### src/design/pedal_force_kalman_scaler_assert.svh
// Assertion macros shared by the pedal force scaler.
`ifndef PEDAL_FORCE_KALMAN_SCALER_ASSERT_SVH
`define PEDAL_FORCE_KALMAN_SCALER_ASSERT_SVH

// Same-cycle implication, disabled during reset.
`define PFKS_ASSERT_NOW(label, clk, rst_n, ante, cons, msg) \
    label: assert property (@(posedge clk) disable iff (!rst_n) (ante) |-> (cons)) \
        else $error(msg);

// Next-cycle implication, disabled during reset.
`define PFKS_ASSERT_NEXT(label, clk, rst_n, ante, cons, msg) \
    label: assert property (@(posedge clk) disable iff (!rst_n) (ante) |=> (cons)) \
        else $error(msg);

`endif

### src/design/pfks_pkg.sv
// Package with the microcode table, control word type and constants of the pedal force scaler.
`timescale 1ns / 1ps
`default_nettype none

package pfks_pkg;

    localparam int STEP_W = 5;
    localparam int OP_W   = 4;
    localparam int COND_W = 3;

    // Datapath operations.
    localparam logic [OP_W-1:0] OP_NOP       = 4'd0;
    localparam logic [OP_W-1:0] OP_MUL_SCALE = 4'd1;
    localparam logic [OP_W-1:0] OP_LD_VOLT   = 4'd2;
    localparam logic [OP_W-1:0] OP_DIV_STEP  = 4'd3;
    localparam logic [OP_W-1:0] OP_SAVE_VOLT = 4'd4;
    localparam logic [OP_W-1:0] OP_LD_GAIN   = 4'd5;
    localparam logic [OP_W-1:0] OP_SAVE_GAIN = 4'd6;
    localparam logic [OP_W-1:0] OP_MUL_MOVE  = 4'd7;
    localparam logic [OP_W-1:0] OP_UPD_EST   = 4'd8;
    localparam logic [OP_W-1:0] OP_MUL_ERR1  = 4'd9;
    localparam logic [OP_W-1:0] OP_MUL_ERR2  = 4'd10;
    localparam logic [OP_W-1:0] OP_UPD_ERR   = 4'd11;
    localparam logic [OP_W-1:0] OP_MUL_LVL   = 4'd12;
    localparam logic [OP_W-1:0] OP_LD_LVL    = 4'd13;
    localparam logic [OP_W-1:0] OP_SAVE_LVL  = 4'd14;
    localparam logic [OP_W-1:0] OP_FINISH    = 4'd15;

    // Sequencer conditions.
    localparam logic [COND_W-1:0] C_NEXT     = 3'd0;
    localparam logic [COND_W-1:0] C_WAIT_IN  = 3'd1;
    localparam logic [COND_W-1:0] C_LOOP     = 3'd2;
    localparam logic [COND_W-1:0] C_SKIP     = 3'd3;
    localparam logic [COND_W-1:0] C_WAIT_OUT = 3'd4;
    localparam logic [COND_W-1:0] C_JUMP     = 3'd5;

    // Program steps.
    localparam logic [STEP_W-1:0] STEP_IDLE      = 5'd0;
    localparam logic [STEP_W-1:0] STEP_MUL_SCALE = 5'd1;
    localparam logic [STEP_W-1:0] STEP_LD_VOLT   = 5'd2;
    localparam logic [STEP_W-1:0] STEP_SAVE_VOLT = 5'd3;
    localparam logic [STEP_W-1:0] STEP_LD_GAIN   = 5'd4;
    localparam logic [STEP_W-1:0] STEP_DIV_GAIN  = 5'd5;
    localparam logic [STEP_W-1:0] STEP_SAVE_GAIN = 5'd6;
    localparam logic [STEP_W-1:0] STEP_MUL_MOVE  = 5'd7;
    localparam logic [STEP_W-1:0] STEP_UPD_EST   = 5'd8;
    localparam logic [STEP_W-1:0] STEP_MUL_ERR1  = 5'd9;
    localparam logic [STEP_W-1:0] STEP_MUL_ERR2  = 5'd10;
    localparam logic [STEP_W-1:0] STEP_UPD_ERR   = 5'd11;
    localparam logic [STEP_W-1:0] STEP_MUL_LVL   = 5'd12;
    localparam logic [STEP_W-1:0] STEP_LD_LVL    = 5'd13;
    localparam logic [STEP_W-1:0] STEP_SAVE_LVL  = 5'd14;
    localparam logic [STEP_W-1:0] STEP_FINISH    = 5'd15;

    // Configuration register indexes.
    localparam int CFG_IDX_W = 3;
    localparam logic [CFG_IDX_W-1:0] REG_FULL_SCALE   = 3'd0;
    localparam logic [CFG_IDX_W-1:0] REG_REST_VOLTAGE = 3'd1;
    localparam logic [CFG_IDX_W-1:0] REG_MEASURE_ERR  = 3'd2;
    localparam logic [CFG_IDX_W-1:0] REG_INIT_ERR     = 3'd3;
    localparam logic [CFG_IDX_W-1:0] REG_PROCESS      = 3'd4;

    // Register reset values.
    localparam logic [15:0] FULL_SCALE_RST = 16'd13517;
    localparam logic [15:0] REST_RST       = 16'd0;
    localparam logic [31:0] MEASURE_RST    = 32'd65536;
    localparam logic [31:0] INIT_ERR_RST   = 32'd65536;
    localparam logic [15:0] PROCESS_RST    = 16'd655;

    // Top ADC code; the scaled sample is divided by it with a fold on 4096.
    localparam logic [12:0] ADC_MAX_CODE = 13'd4095;
    // 6553500/675840 reduces to 109225/11264, and 11264 is 1024 times 11.
    localparam logic [16:0] SPAN_NUM     = 17'd109225;
    // 2^24/11 rounded up; exact for dividends below 2^20.
    localparam logic [20:0] LVL_RECIP    = 21'd1525202;
    // Scaled span at which the level reaches 65536 and saturates.
    localparam logic [32:0] SPAN_SAT     = 33'd738197504;
    localparam logic [16:0] GAIN_ONE     = 17'h10000;

    localparam logic [4:0] DIV_LEN_17 = 5'd17;

    typedef struct packed {
        logic [OP_W-1:0]   op;
        logic [COND_W-1:0] cond;
        logic [STEP_W-1:0] target;
    } ucode_t;

    function automatic ucode_t ucode_word(input logic [STEP_W-1:0] step);
        ucode_t w;
        w = '{op: OP_NOP, cond: C_JUMP, target: STEP_IDLE};
        case (step)
            STEP_IDLE:      w = '{op: OP_NOP,       cond: C_WAIT_IN,  target: STEP_IDLE};
            STEP_MUL_SCALE: w = '{op: OP_MUL_SCALE, cond: C_NEXT,     target: STEP_IDLE};
            STEP_LD_VOLT:   w = '{op: OP_LD_VOLT,   cond: C_NEXT,     target: STEP_IDLE};
            STEP_SAVE_VOLT: w = '{op: OP_SAVE_VOLT, cond: C_NEXT,     target: STEP_IDLE};
            STEP_LD_GAIN:   w = '{op: OP_LD_GAIN,   cond: C_SKIP,     target: STEP_MUL_MOVE};
            STEP_DIV_GAIN:  w = '{op: OP_DIV_STEP,  cond: C_LOOP,     target: STEP_DIV_GAIN};
            STEP_SAVE_GAIN: w = '{op: OP_SAVE_GAIN, cond: C_NEXT,     target: STEP_IDLE};
            STEP_MUL_MOVE:  w = '{op: OP_MUL_MOVE,  cond: C_NEXT,     target: STEP_IDLE};
            STEP_UPD_EST:   w = '{op: OP_UPD_EST,   cond: C_NEXT,     target: STEP_IDLE};
            STEP_MUL_ERR1:  w = '{op: OP_MUL_ERR1,  cond: C_NEXT,     target: STEP_IDLE};
            STEP_MUL_ERR2:  w = '{op: OP_MUL_ERR2,  cond: C_NEXT,     target: STEP_IDLE};
            STEP_UPD_ERR:   w = '{op: OP_UPD_ERR,   cond: C_NEXT,     target: STEP_IDLE};
            STEP_MUL_LVL:   w = '{op: OP_MUL_LVL,   cond: C_NEXT,     target: STEP_IDLE};
            STEP_LD_LVL:    w = '{op: OP_LD_LVL,    cond: C_SKIP,     target: STEP_FINISH};
            STEP_SAVE_LVL:  w = '{op: OP_SAVE_LVL,  cond: C_NEXT,     target: STEP_IDLE};
            STEP_FINISH:    w = '{op: OP_FINISH,    cond: C_WAIT_OUT, target: STEP_IDLE};
            default:        w = '{op: OP_NOP,       cond: C_JUMP,     target: STEP_IDLE};
        endcase
        return w;
    endfunction

endpackage

`default_nettype wire

### src/design/pedal_force_kalman_scaler.sv
// Pedal force scaler: ADC scaling, scalar Kalman step and brake level, run by a microcode sequencer.
// A word is accepted only in the idle step, so it waits until the last word's program has ended;
// a level at rest or saturated skips the level save, a zero gain denominator the gain division.
// The program runs on the shared one-bit-a-cycle gain divider (17 steps) and the shared multiplier.
// A stalled result holds the next word's program in its last step until the result is taken.
// Reset clears the sequencer, the result valid, the estimate, and loads the registers' reset values.
`timescale 1ns / 1ps
`default_nettype none

`include "pedal_force_kalman_scaler_assert.svh"

module pedal_force_kalman_scaler (
    input  wire logic        clk,
    input  wire logic        rst_n,
    input  wire logic        sample_valid,
    output logic             sample_stall,
    input  wire logic [11:0] sample,
    output logic             result_valid,
    input  wire logic        result_stall,
    output logic [15:0]      brake_level,
    output logic [15:0]      filtered_voltage,
    input  wire logic        cfg_valid,
    output logic             cfg_ready,
    input  wire logic [2:0]  cfg_index,
    input  wire logic [31:0] cfg_data
);

    // Configuration registers.
    logic [15:0] full_scale_reg;
    logic [15:0] rest_reg;
    logic [31:0] measure_reg;
    logic [31:0] init_err_reg;
    logic [15:0] process_reg;

    // Filter state.
    logic [15:0] est_reg;
    logic [31:0] err_reg;

    // Sequencer.
    logic [pfks_pkg::STEP_W-1:0] pc_reg;
    logic [pfks_pkg::STEP_W-1:0] pc_next;
    pfks_pkg::ucode_t            uw;

    // Datapath.
    logic [11:0] sample_reg;
    logic [15:0] volts_reg;
    logic [16:0] gain_reg;
    logic        dir_reg;
    logic [15:0] delta_reg;
    logic [31:0] acc_reg;
    logic [15:0] level_reg;
    logic [48:0] prod_reg;

    // Restoring divider.
    logic [32:0] rem_reg;
    logic [16:0] quo_reg;
    logic [32:0] dsr_reg;
    logic [4:0]  cnt_reg;

    // Output register.
    logic        result_valid_reg;
    logic [15:0] brake_out_reg;
    logic [15:0] volt_out_reg;

    logic        in_fire;
    logic        out_free;
    logic        skip;
    logic [19:0] mul_a;
    logic [31:0] mul_b;
    logic [51:0] mul_prod;
    logic        mul_en;
    logic [15:0] mag;
    logic        dir_now;
    logic [32:0] den;
    logic [32:0] ne_sum;
    logic [15:0] lvl_diff;
    logic        lvl_low;
    logic        lvl_sat;
    logic [33:0] rem_sh;
    logic [33:0] rem_sub;
    logic        rem_ge;
    logic [15:0] move;
    logic [16:0] fold_sum;
    logic [12:0] fold_rest;
    logic        fold_carry;

    assign uw           = pfks_pkg::ucode_word(pc_reg);
    assign sample_stall = (pc_reg != pfks_pkg::STEP_IDLE);
    assign in_fire      = sample_valid && !sample_stall;
    assign out_free     = !result_valid_reg || !result_stall;
    assign cfg_ready    = 1'b1;

    assign result_valid     = result_valid_reg;
    assign brake_level      = brake_out_reg;
    assign filtered_voltage = volt_out_reg;

    assign dir_now  = (volts_reg >= est_reg);
    assign mag      = dir_now ? (volts_reg - est_reg) : (est_reg - volts_reg);
    assign den      = {1'b0, err_reg} + {1'b0, measure_reg};
    assign ne_sum   = {1'b0, acc_reg} + {13'd0, prod_reg[31:12]};
    assign lvl_diff = est_reg - rest_reg;
    assign lvl_low  = (est_reg <= rest_reg);
    assign lvl_sat  = (prod_reg[32:0] >= pfks_pkg::SPAN_SAT);
    assign move     = prod_reg[31:16];

    assign rem_sh  = {rem_reg, quo_reg[16]};
    assign rem_sub = rem_sh - {1'b0, dsr_reg};
    assign rem_ge  = (rem_sh >= {1'b0, dsr_reg});

    // Division by 4095: x = 4095*q0 + (q0 + low) with q0 = x >> 12, folded twice.
    assign fold_sum   = {1'b0, prod_reg[27:12]} + {5'd0, prod_reg[11:0]};
    assign fold_rest  = {1'b0, rem_reg[11:0]} + {8'd0, rem_reg[16:12]};
    assign fold_carry = (fold_rest >= pfks_pkg::ADC_MAX_CODE);

    always_comb
    begin
        case (uw.op)
            pfks_pkg::OP_LD_GAIN: skip = (den == '0);
            pfks_pkg::OP_LD_LVL:  skip = lvl_low || lvl_sat;
            default:              skip = 1'b0;
        endcase
    end

    // Operand selection for the shared multiplier.
    always_comb
    begin
        mul_a  = '0;
        mul_b  = '0;
        mul_en = 1'b1;
        case (uw.op)
            pfks_pkg::OP_MUL_SCALE:
            begin
                mul_a = {8'd0, sample_reg};
                mul_b = {16'd0, full_scale_reg};
            end
            pfks_pkg::OP_MUL_MOVE:
            begin
                mul_a = {3'd0, gain_reg};
                mul_b = {16'd0, mag};
            end
            pfks_pkg::OP_MUL_ERR1:
            begin
                mul_a = {3'd0, (pfks_pkg::GAIN_ONE - gain_reg)};
                mul_b = err_reg;
            end
            pfks_pkg::OP_MUL_ERR2:
            begin
                mul_a = {4'd0, delta_reg};
                mul_b = {16'd0, process_reg};
            end
            pfks_pkg::OP_MUL_LVL:
            begin
                mul_a = {3'd0, pfks_pkg::SPAN_NUM};
                mul_b = {16'd0, lvl_diff};
            end
            pfks_pkg::OP_LD_LVL:
            begin
                // Below saturation the span product over 1024 fits 20 bits.
                mul_a = prod_reg[29:10];
                mul_b = {11'd0, pfks_pkg::LVL_RECIP};
            end
            default: mul_en = 1'b0;
        endcase
    end

    assign mul_prod = 52'(mul_a) * 52'(mul_b);

    always_comb
    begin
        case (uw.cond)
            pfks_pkg::C_NEXT:     pc_next = pc_reg + 1'b1;
            pfks_pkg::C_WAIT_IN:  pc_next = in_fire ? pc_reg + 1'b1 : pc_reg;
            pfks_pkg::C_LOOP:     pc_next = (cnt_reg != 5'd1) ? uw.target : pc_reg + 1'b1;
            pfks_pkg::C_SKIP:     pc_next = skip ? uw.target : pc_reg + 1'b1;
            pfks_pkg::C_WAIT_OUT: pc_next = out_free ? uw.target : pc_reg;
            pfks_pkg::C_JUMP:     pc_next = uw.target;
            default:              pc_next = pfks_pkg::STEP_IDLE;
        endcase
    end

    always_ff @(posedge clk or negedge rst_n)
    begin
        if (!rst_n)
        begin
            pc_reg           <= pfks_pkg::STEP_IDLE;
            result_valid_reg <= 1'b0;
            full_scale_reg   <= pfks_pkg::FULL_SCALE_RST;
            rest_reg         <= pfks_pkg::REST_RST;
            measure_reg      <= pfks_pkg::MEASURE_RST;
            init_err_reg     <= pfks_pkg::INIT_ERR_RST;
            process_reg      <= pfks_pkg::PROCESS_RST;
            est_reg          <= '0;
            err_reg          <= pfks_pkg::INIT_ERR_RST;
        end
        else
        begin
            pc_reg <= pc_next;

            if (uw.op == pfks_pkg::OP_FINISH && out_free)
            begin
                result_valid_reg <= 1'b1;
            end
            else if (result_valid_reg && !result_stall)
            begin
                result_valid_reg <= 1'b0;
            end

            if (uw.op == pfks_pkg::OP_UPD_EST)
            begin
                est_reg <= dir_reg ? (est_reg + move) : (est_reg - move);
            end

            // Configure only while idle, clear of the error update; the block does not enforce it.
            if (uw.op == pfks_pkg::OP_UPD_ERR)
            begin
                err_reg <= ne_sum[32] ? 32'hFFFF_FFFF : ne_sum[31:0];
            end

            if (cfg_valid && cfg_ready)
            begin
                case (cfg_index)
                    pfks_pkg::REG_FULL_SCALE:   full_scale_reg <= cfg_data[15:0];
                    pfks_pkg::REG_REST_VOLTAGE: rest_reg       <= cfg_data[15:0];
                    pfks_pkg::REG_MEASURE_ERR:  measure_reg    <= cfg_data;
                    pfks_pkg::REG_INIT_ERR:
                    begin
                        init_err_reg <= cfg_data;
                        err_reg      <= cfg_data;
                    end
                    pfks_pkg::REG_PROCESS:      process_reg    <= cfg_data[15:0];
                    default: ;
                endcase
            end
        end
    end

    // Datapath registers; these carry no reset.
    always_ff @(posedge clk)
    begin
        if (in_fire)
        begin
            sample_reg <= sample;
        end

        if (mul_en)
        begin
            prod_reg <= mul_prod[48:0];
        end

        case (uw.op)
            pfks_pkg::OP_LD_VOLT:
            begin
                quo_reg <= {1'b0, prod_reg[27:12]};
                rem_reg <= {16'd0, fold_sum};
            end
            pfks_pkg::OP_LD_GAIN:
            begin
                // The dividend is the error shifted up by 16; its top part seeds the remainder.
                rem_reg  <= {2'd0, err_reg[31:1]};
                quo_reg  <= {err_reg[0], 16'd0};
                dsr_reg  <= den;
                cnt_reg  <= pfks_pkg::DIV_LEN_17;
                gain_reg <= '0;
            end
            pfks_pkg::OP_LD_LVL:
            begin
                level_reg <= lvl_low ? 16'd0 : 16'hFFFF;
            end
            pfks_pkg::OP_DIV_STEP:
            begin
                rem_reg <= rem_ge ? rem_sub[32:0] : rem_sh[32:0];
                quo_reg <= {quo_reg[15:0], rem_ge};
                cnt_reg <= cnt_reg - 1'b1;
            end
            pfks_pkg::OP_SAVE_VOLT:
                volts_reg <= quo_reg[15:0] + {11'd0, rem_reg[16:12]} + {15'd0, fold_carry};
            pfks_pkg::OP_SAVE_GAIN: gain_reg  <= quo_reg;
            pfks_pkg::OP_MUL_MOVE:  dir_reg   <= dir_now;
            pfks_pkg::OP_UPD_EST:   delta_reg <= move;
            pfks_pkg::OP_MUL_ERR2:  acc_reg   <= prod_reg[47:16];
            pfks_pkg::OP_SAVE_LVL:  level_reg <= prod_reg[39:24];
            pfks_pkg::OP_FINISH:
            begin
                if (out_free)
                begin
                    brake_out_reg <= level_reg;
                    volt_out_reg  <= est_reg;
                end
            end
            default: ;
        endcase
    end

    `PFKS_ASSERT_NEXT(a_accept_starts_program, clk, rst_n,
        sample_valid && !sample_stall, pc_reg == pfks_pkg::STEP_MUL_SCALE,
        "accepted word did not start the program")

    `PFKS_ASSERT_NOW(a_result_from_finish, clk, rst_n,
        $rose(result_valid_reg), $past(pc_reg) == pfks_pkg::STEP_FINISH,
        "result raised outside the finish step")

    `PFKS_ASSERT_NOW(a_gain_bounded, clk, rst_n,
        pc_reg == pfks_pkg::STEP_MUL_MOVE, gain_reg <= pfks_pkg::GAIN_ONE,
        "Kalman gain above one")

    `PFKS_ASSERT_NOW(a_div_count_live, clk, rst_n,
        uw.op == pfks_pkg::OP_DIV_STEP, cnt_reg != 5'd0,
        "divider stepping with an empty count")

endmodule

`default_nettype wire
### config.mk
export PLATFORM = sky130hd
export DESIGN_NAME = pedal_force_kalman_scaler
export DESIGN_NICKNAME = d
export VERILOG_FILES = /design/src/design/pfks_pkg.sv /design/src/design/pedal_force_kalman_scaler.sv
export VERILOG_INCLUDE_DIRS = /design/src /design/src/design
export SDC_FILE = /design/constraint.sdc
export NUM_CORES = 2
export LEC_CHECK = 0
export ABC_AREA = 1
export BUFFER_PORTS_ARGS = -buffer_cell sky130_fd_sc_hd__buf_2
export CELL_PAD_IN_SITES_DETAIL_PLACEMENT = 1
export CELL_PAD_IN_SITES_GLOBAL_PLACEMENT = 2
export CORE_UTILIZATION = 44
export DETAILED_ROUTE_END_ITERATION = 12
export GPL_ROUTABILITY_DRIVEN = 0
export HOLD_SLACK_MARGIN = 0.12
export MAX_ROUTING_LAYER = met4
export PLACE_DENSITY_LB_ADDON = 0.08
export SETUP_SLACK_MARGIN = 0.15
export SYNTH_ARGS = -nofsm -noshare
export SYNTH_HDL_FRONTEND = slang
export SYNTH_SLANG_ARGS = --single-unit
### constraint.sdc
create_clock -name clk -period 17.6 [get_ports clk]
set_input_delay 1.76 -clock clk [delete_from_list [all_inputs] [get_ports clk]]
set_output_delay 1.76 -clock clk [all_outputs]
set_load 0.005 [all_outputs]
==> results.txt <==
Counting every sink on the clock net gives 412. The mux share of post-synthesis cell area is 0.0009137. The initial antenna violation count came out at 0. In this run, CTS created clock tree buffers numbering 46.

The count of flip-flops with a built-in enable after synthesis is 278. The I/O pin count came out at 87. The proportion of synthesized chip area in sequential cells is 0.2517.

The kind of launch point of the worst setup path is a flop. The top cell type by total area after synthesis is sky130_fd_sc_hd__fa_1. The share of flip-flops with an asynchronous set or reset after synthesis is 0.3252. In this run the horizontal extent of the chip is around 330 µm.

The H-tree was split into 2 levels. The maximum buffer depth of the clock tree came out at 3. The via count of the first global-routing pass came out at 41,560. TritonCTS built the clock tree. The design area came out at 50,080 µm².

After detailed routing, the total wire length is ~170 mm. The xor/xnor cell area share of the yosys netlist is 0.03273. The flip-flop count of the largest register after layout came out at 48. After clock tree synthesis, the clock-pin slew on the worst setup and hold paths is ~0.070 ns. The cell at the root of the clock tree is sky130_fd_sc_hd__clkbuf_16. Port buffering added 85 buffers. The y dimension of the die came out at 327.3 µm. The hold buffer count at cts came out at 0. The class of the tightest hold or removal check is flop to flop. The kind of capture point of the worst setup path is a flop.

In this run the core area contains 118 standard-cell rows. Across all layers, the routed design uses 38,610 vias. In this run the cell area measured after placement is between 40,000 and 50,000 µm².

The count of cells resized by post-cts repair is 0. The global-route total usage across every layer came out at 0.3222. The static leakage came out at 0.02452 µW. The critical path is of the flop to flop type. The repair_antennas step left the layout with diodes totalling 0. The floorplan step defined a die boundary enclosing between 100,000 and 150,000 µm². The number of routed nets with antenna violations is 0. In the post-synthesis netlist, the cell with the most instances is sky130_fd_sc_hd__nand2_1.

The post-synthesis register bit count came out at between 400 and 500. By area the synthesized netlist is led by sky130_fd_sc_hd__fa_1 23%, sky130_fd_sc_hd__edfxtp_1 18%, sky130_fd_sc_hd__nand2_1 10%. For this design the ratio of total power to cell area is 173.7 nW/µm². The pin count of the biggest net entering global routing came out at 80. The initial detailed-routing violation count came out at 2,489. The fraction of the mapped netlist area in adder cells came out at 0.3177. The share of the clock period used by the worst path is 0.5998.

At the end of the flow the core is filled with cells to 0.4804. The first global-routing pass estimated 251.8 mm of wire. The number of hold-slack violations in the final timing report came out at 0. The count of filler cells inserted in the layout is around 13,000. In this run the cell area of the synthesized design comes to 46,560 µm². The worst clock skew is ~0.047 ns. The largest voltage drop on the vdd net came out at between 0.2 and 0.25 mV. The fraction of the mapped netlist area in compound gates came to 0.1019. The detailed-routing iteration count for the pre-antenna-repair pass is 5.

For the worst-skew pair, the clock arrives at the later sink with an insertion delay of approximately 0.62 ns. The total of max-cap violations is 0. For this run, the number of Yosys warnings is 0.

The initial standard-cell utilization of the core came out at 0.4467. The fraction of post-synthesis cell area in the top cell type by area came out at 0.2330. On the worst path, the slowest cell contributes a delay of 0.61 ns. For this run, the leading register cell type out of synthesis is sky130_fd_sc_hd__edfxtp_1. The distinct cell type count after synthesis is 74.

The critical path's slowest cell is sky130_fd_sc_hd__nand2_1. In the post-route analysis, the smallest setup slack over all paths is a little over 7 ns. For flop-to-flop paths, the worst setup slack is 7.04 ns. The cell count after synthesis is approximately 5,600.

The worst pin sits at a relative slew slack of 0.2205. In this run the post-CTS setup repair buffer count came out at 0. The total congestion overflow is 0. The post-placement worst setup slack is 7.143 ns. The simple-gate portion of the synthesized area came out at 0.1784. At the worst endpoint, the required time is 17.96 ns.

The largest fanout on the critical path came out at 22. The run finished with clean final reports. For this run, design rule violations remaining after detail routing come to 0. After synthesis, the largest family of logic cells by area is adder cells. The placeable core area came out at between 100,000 and 150,000 µm². The slew at the pin closest to its max-slew limit is between 1 and 1.5 ns. Of the cells placed in the final design, the portion with a size suffix greater than 1 is 0.06450. The most used cell along the critical path is sky130_fd_sc_hd__inv_1. The routed via count divided by cell count is 5.413. The area added between synthesis and finish came out at 7.557%. Setup repair after global routing left no endpoint under its margin.

Summed over all failing endpoints, the final setup total negative slack is 0 ns. The commonest cells after synthesis are 1,242 x sky130_fd_sc_hd__nand2_1, 1,164 x sky130_fd_sc_hd__inv_1, 542 x sky130_fd_sc_hd__fa_1, 402 x sky130_fd_sc_hd__nor2_1, 315 x sky130_fd_sc_hd__ha_1. The final layout contains around 6,600 nets. The final routed wire length divided by cell count came out at 23.24 µm. The shortest clock period the worst path allows after layout is between 10 and 15 ns. Based on the critical path, the design can be clocked at up to ~0.095 GHz.

For the worst setup path, the data arrival time is ~11 ns. The design draws roughly 8700 µW. Setup violations remaining at the end of the flow were counted as 0. Each instance of the synthesized netlist takes up on average a little over 8 µm².

The number of pins with negative max-slew slack in the final report was 0. The HPWL after detailed placement is 134.0 mm.
-- cell families after synthesis --
logic type / after synthesis
compound gates: 818
buf+inv: 1369
other cells: 2
fa+ha+maj: 857
xor+xnor: 174
mux: 4
flops: 412
simple gates: 1995
-- metal layers --
layer	global-route usage	routed length (µm)
met3	0.02640	7121
met1	0.4121	71760
met2	0.5362	80370
met5	-	0
met4	0.1152	6470
-- final cells by class --
type,count,area (µm²),share of cell area
multi-input cells,3903,29680,0.5926
flip-flops and latches,412,11720,0.2341
inverters,1214,4564,0.09114
well taps,1380,1727,0.03448
clock buffers,54,1276,0.02548
repair buffers,139,837.1,0.01671
clock inverters,30,277.8,0.005547
-- worst paths after layout --
| check | cells after the start | to | from |
|---|---|---|---|
| min in group asynchronous | 1 | measure_reg[30] | rst_n |
| worst min register to register | 0 | brake_level[11] | level_reg[11] |
| worst max-delay path | 37 | prod_reg[38] | est_reg[4] |
| worst max register to register | 37 | prod_reg[38] | est_reg[4] |
| max in group asynchronous | 2 | pc_reg[4] | rst_n |
| worst min-delay path | 0 | brake_level[11] | level_reg[11] |
-- through the flow --
step	cells	hold WS, ns
after floorplan	5684	0.4003
after global placement	7048	0.4019
after detailed placement	7048	0.4057
after CTS	7132	0.4161
after global routing	7132	0.4167
final	7132	0.4121
-- cells in the final DEF (no fill, tap or decap), drive strengths merged, types with 4 or more instances in the layout --
cell,netlist,layout
a211oi,13,13
a21boi,12,12
a21o,20,20
a21oi,305,305
a221oi,11,11
a22oi,34,34
a31oi,20,20
and2,5,5
and3,5,5
buf,106,139
clkbuf,49,54
clkinv,5,21
clkinvlp,0,8
conb,2,55
dfrtp,118,118
dfstp,16,16
edfxtp,278,278
fa,542,542
ha,315,315
inv,1209,1212
nand2,1250,1250
nand3,170,170
nand3b,36,36
nand4,26,26
nor2,419,419
nor3,45,45
nor4,15,15
o211ai,13,13
o21a,14,14
o21ai,309,309
o21bai,14,14
o221ai,10,10
o22ai,23,23
o31ai,4,4
or2,22,22
xnor2,66,66
xor2,108,108
-- critical path, delay by kind of cell, from the launching register on --
| kind | cells | cell delay [ns] |
|---|---|---|
| AOI/OAI and AO/OA | 4 | 0.90 |
| xor gates and xnor gates | 1 | 0.13 |
| adders and majority gates | 9 | 4.32 |
| buffers and inverters | 9 | 1.31 |
| DFF | 1 | 0.48 |
| and+or+nand+nor | 14 | 3.17 |
-- power by group --
part           switching [µW]  internal [µW]
Combinational            4030           1740
Clock                     440            568
Sequential                314           1600
(Power assumes the default switching activity.)
